## src/rtl/assert_macros.svh

```systemverilog
// Assertion macros for the RTL; sme_exec.sv includes them.
`ifndef ASSERT_MACROS_SVH
`define ASSERT_MACROS_SVH
`ifndef ASSERT_OFF
`define ASSERT_IMP(lbl, clk, rst_n, ante, cons) \
    lbl: assert property (@(posedge clk) disable iff (!rst_n) (ante) |-> (cons)) \
    else $error("assertion failed");
`define ASSERT_NEXT(lbl, clk, rst_n, ante, cons) \
    lbl: assert property (@(posedge clk) disable iff (!rst_n) (ante) |=> (cons)) \
    else $error("assertion failed");
`else
`define ASSERT_IMP(lbl, clk, rst_n, ante, cons)
`define ASSERT_NEXT(lbl, clk, rst_n, ante, cons)
`endif
`endif

```

## src/rtl/sme_pkg.sv

```systemverilog
package sme_pkg;

    localparam int DATA_DEPTH_DEF = 64;
    localparam int CALL_DEPTH_DEF = 16;
    localparam int LOCALS_PER_FRAME_DEF = 16;

    typedef enum logic [4:0] {
        OP_PUSH  = 5'd0,
        OP_POP   = 5'd1,
        OP_ADD   = 5'd2,
        OP_SUB   = 5'd3,
        OP_MUL   = 5'd4,
        OP_AND   = 5'd5,
        OP_OR    = 5'd6,
        OP_NOT   = 5'd7,
        OP_LT    = 5'd8,
        OP_EQ    = 5'd9,
        OP_JMP   = 5'd10,
        OP_JZ    = 5'd11,
        OP_LOAD  = 5'd12,
        OP_STORE = 5'd13,
        OP_CALL  = 5'd14,
        OP_RET   = 5'd15,
        OP_PRINT = 5'd16,
        OP_HALT  = 5'd17
    } op_t;

    typedef enum logic [2:0] {
        ERR_NONE  = 3'd0,
        ERR_OP    = 3'd1,
        ERR_DATA  = 3'd2,
        ERR_CALL  = 3'd3,
        ERR_LOCAL = 3'd4
    } err_t;

    typedef struct packed {
        logic        restart;
        logic        bad;
        op_t         op;
        logic [31:0] opnd;
        logic [4:0]  nargs;
    } dec_t;

    typedef struct packed {
        logic [15:0] next_address;
        logic        print_valid;
        logic [31:0] print_value;
        logic        halted;
        err_t        error_code;
    } res_t;

endpackage

```

## src/rtl/sme_outq.sv

```systemverilog
module sme_outq (
    input  logic          clk,
    input  logic          rst_n,
    input  logic          wr,
    input  sme_pkg::res_t wr_data,
    output logic          oq_full,
    output logic          empty,
    input  logic          pop,
    output sme_pkg::res_t head
);

    sme_pkg::res_t ent_reg [2];
    logic          wp_reg, rp_reg;
    logic [1:0]    cnt_reg;
    logic          do_wr, do_rd;

    assign oq_full = (cnt_reg == 2'd2);
    assign empty   = (cnt_reg == 2'd0);
    assign do_wr   = wr & ~oq_full;
    assign do_rd   = pop & ~empty;
    assign head    = ent_reg[rp_reg];

    always_ff @(posedge clk or negedge rst_n)
    begin
        if (!rst_n)
        begin
            wp_reg  <= 1'b0;
            rp_reg  <= 1'b0;
            cnt_reg <= 2'd0;
        end
        else
        begin
            wp_reg  <= wp_reg ^ do_wr;
            rp_reg  <= rp_reg ^ do_rd;
            cnt_reg <= cnt_reg + {1'b0, do_wr} - {1'b0, do_rd};
        end
    end

    always_ff @(posedge clk)
    begin
        if (do_wr)
        begin
            ent_reg[wp_reg] <= wr_data;
        end
    end

endmodule

```

## config.mk

```make
export PLATFORM = sky130hd
export DESIGN_NAME = sme_outq
export DESIGN_NICKNAME = d
export VERILOG_FILES = /design/src/rtl/assert_macros.svh /design/src/rtl/sme_pkg.sv /design/src/rtl/sme_outq.sv
export SDC_FILE = /design/constraint.sdc
export NUM_CORES = 1
export LEC_CHECK = 0
export BUFFER_PORTS_ARGS = -buffer_cell sky130_fd_sc_hd__buf_4
export CAP_MARGIN = 25
export CORE_MARGIN = 10
export CORE_UTILIZATION = 56
export CTS_CLUSTER_DIAMETER = 200
export DETAILED_ROUTE_END_ITERATION = 8
export GPL_ROUTABILITY_DRIVEN = 0
export MAX_ROUTING_LAYER = met4
export PLACE_DENSITY = 0.84
export SYNTH_ARGS = -nofsm -noshare
export SYNTH_HDL_FRONTEND = slang
export SYNTH_SLANG_ARGS = --single-unit
```

## constraint.sdc

```tcl
create_clock -name clk -period 4.8 [get_ports clk]
set_input_delay 0.48 -clock clk [delete_from_list [all_inputs] [get_ports clk]]
set_output_delay 0.48 -clock clk [all_outputs]
set_load 0.02 [all_outputs]
```

==> impl_metrics.csv <==
group,metric,value,unit
place,post-dp-hpwl,5339,um
die,rows,31,
clocking,ctsResizeCount,0,
synth,synth.avg_cell_area,23.21,um2
worst_setup_path,crit_required,4320,ps
synth,synth.largest_area_cell,"edfxtp_1",
die,io_pins,112,
sta,fin_skew,9.816,ps
clocking,cts_tree,"built",
grt,grt_usage,0.1326,
worst_setup_path,critPathCapture,"head[1]",
worst_setup_path,r2r_start,"cnt_reg[0]$_DFF_PN0_",
sta,setup_viol,0,
routing,drt-initial-drc-count,56,
routing,wl_per_cell,18.48,um
die,die_y,107.6,um
clocking,htree_num_levels,3,
power_and_ir_drop,power.total,0.003251,W
die,fp.dieArea,11570,um2
die,start_util,0.5827,
min_path,holdCritPathClass,"in2reg",
worst_setup_path,reg2regPathDepth,4,
clocking,cts-root-to-sink-buffers,2,
place,port_buffers,111,
sta,maxSlewViolCount,0,
sta,max_slew_margin,0.3513,
worst_setup_path,critPathArrivalTime,2050,ps
synth,synthDistinctLibCells,15,
worst_setup_path,crit_type,"reg2out",
synth,syn_area,4294,um2
synth,synth_edf_count,106,
routing,ant_nets,0,
clocking,clock_sinks,110,
sta,hold_violations,0,
synth,syn_inst,185,
routing,drc,0,
sta,worst_pin_slew,973.0,ps
routing,routed_wl,7538,um
routing,num_vias,2019,
grt,grt_antenna_before_repair,0,
synth,yosysTopAreaCellShare,0.7413,
worst_setup_path,r2r_setup_slack,2680,ps
min_path,min_from,"wr_data[36]",
grt,grt_pass1_wl,11410,um
status,status,"finished, final reports clean",
clocking,clk-insertion-delay-late,350,ps
synth,synthArstFlopShare,0.03636,
sta,fmax,395.8,MHz
synth,yosysSeqAreaShare,0.7646,
final_layout,drive_above_1_share,0.5890,
place,place_area,5164,um2
power_and_ir_drop,leakagePower,2.160,nW
die,dieWidth,107.6,um
run,drv_cap,0,
final_layout,syn_to_final_growth,24.91,%
clocking,cts_root_buf,"clkbuf_8",
final_layout,antenna_cells,0,
worst_setup_path,r2r_end,"ent_reg[0][26]$_DFFE_PP_",
final_layout,fin_util,0.7278,
routing,drt-pass1-iter-count,4,
grt,grt_start_max_net_pins,55,
routing,vias_per_cell,4.949,
power_and_ir_drop,power_density,606.2,nW/um2
worst_setup_path,startpoint_type,"flip-flop",
clocking,post_cts_buffers,0,
synth,ys.flop_type,"edfxtp_1",
final_layout,final_cell_area,5364,um2
sta,tns,0,ps
synth,yosys.cell_count.top_type,"edfxtp_1",
synth,ys_warn_count,0,
grt,grt-ovfl-total,0,
worst_setup_path,crit_fanout,54,
die,fp.coreArea,7370,um2
synth,synthesis.nets,246,
synth,synth_common_cells,"edfxtp_1 (106), mux2_4 (49), buf_12 (5)",
grt,grt_pass1_vias,2214,
clocking,path_clk_slew,100,ps
synth,yosys-top-cells-area,"edfxtp_1 (74%), mux2_4 (17%), buf_12 (2.3%)",
power_and_ir_drop,peakVddDrop,0.5484,mV
synth,ys_seq_elements,110,
clocking,cts_buffers,9,
clocking,cts_hold_buf,1,
sta,period_minus_slack,2527,ps
final_layout,fillers,467,
sta,rsz0062_at_grt,"no",
sta,min_period_over_period,0.5264,
worst_setup_path,crit_start,"rp_reg$_DFF_PN0_",
final_layout,fin_nets,365,
final_layout,largest_reg_flops,106,
worst_setup_path,cp-end-kind,"primary output",
## per-stage QoR
| step | setup slack, ps | hold WS [ps] | instances |
|---|---|---|---|
| detailed placement | 2636 | 280.1 | 391 |
| CTS | 2240 | 284.8 | 408 |
| global placement | 2651 | 279.5 | 391 |
| floorplan | 2430 | 184.4 | 185 |
| finish | 2273 | 301.6 | 408 |
| global route | 2175 | 278.2 | 408 |
## cells in the final DEF, fill, tap and decap left out
| master | n |
|---|---|
| buf_4 | 113 |
| nor2_1 | 1 |
| mux2_4 | 49 |
| clkinv_4 | 2 |
| dfrtp_4 | 1 |
| clkinv_1 | 2 |
| inv_1 | 4 |
| ha_1 | 2 |
| xnor2_1 | 2 |
| nand2b_1 | 1 |
| and2_1 | 1 |
| clkinvlp_4 | 1 |
| xor2_1 | 1 |
| bufinv_16 | 1 |
| nand2_1 | 1 |
| clkbuf_1 | 1 |
| dlygate4sd3_1 | 1 |
| o21a_1 | 1 |
| clkbuf_8 | 9 |
| ha_2 | 2 |
| dfrtp_1 | 3 |
| mux2_2 | 4 |
| edfxtp_1 | 106 |
## power breakdown
part	leakage (nW)	total (W)	switching (W)	internal [W]
logic	1.04	0.00124	0.000576	0.000659
registers	1.03	0.00149	0.000175	0.00131
clock network	0.0915	0.000526	0.000286	0.000240
## area by class of cell
class / instances / area [um2] / share of cell area
flip-flops and latches: 110 / 3287 / 0.6128
multi-input cells: 65 / 889.6 / 0.1659
repair buffers: 114 / 858.3 / 0.1600
clock buffers: 10 / 127.6 / 0.02379
well taps: 99 / 123.9 / 0.02309
clock inverters: 6 / 62.56 / 0.01166
inverters: 4 / 15.01 / 0.002799
## cells by family (layout without fill, tap and decap cells)
kind of cell | after synthesis | after routing | synth area share
flops | 110 | 110 | 0.7646
fa+ha+maj | 4 | 4 | 0.01166
buf+inv | 10 | 134 | 0.02943
simple gates | 4 | 4 | 0.004662
mux | 53 | 53 | 0.1818
compound gates | 1 | 1 | 0.001749
xor+xnor | 3 | 3 | 0.006120
## worst max-delay path, cell delays in order, from the launching register on
cell,delay (ps)
dfrtp_4,1060
mux2_2,420
buf_4,160
## per-layer routing
| layer | vias to the layer above | track usage | wire, um |
|---|---|---|---|
| met5 | - | - | 0 |
| met4 | 0 | 0.04866 | 66 |
| met3 | 10 | 0.05749 | 668 |
| met2 | 73 | 0.2190 | 3945 |
| met1 | 980 | 0.1381 | 2858 |
| li1 | 956 | - | - |
## how the worst min path moves through the flow
stage | endpoint | slack (ps) | cells past startpoint
after floorplan | cnt_reg[0]$_DFF_PN0_ | 180 | 0
after global routing | ent_reg[0][21]$_DFFE_PP_ | 280 | 1
after detailed placement | wp_reg$_DFF_PN0_ | 280 | 1
after global placement | wp_reg$_DFF_PN0_ | 280 | 1
after CTS | ent_reg[0][21]$_DFFE_PP_ | 280 | 1
final | ent_reg[1][36]$_DFFE_PP_ | 300 | 1
Power figures use the tool's default switching activity.
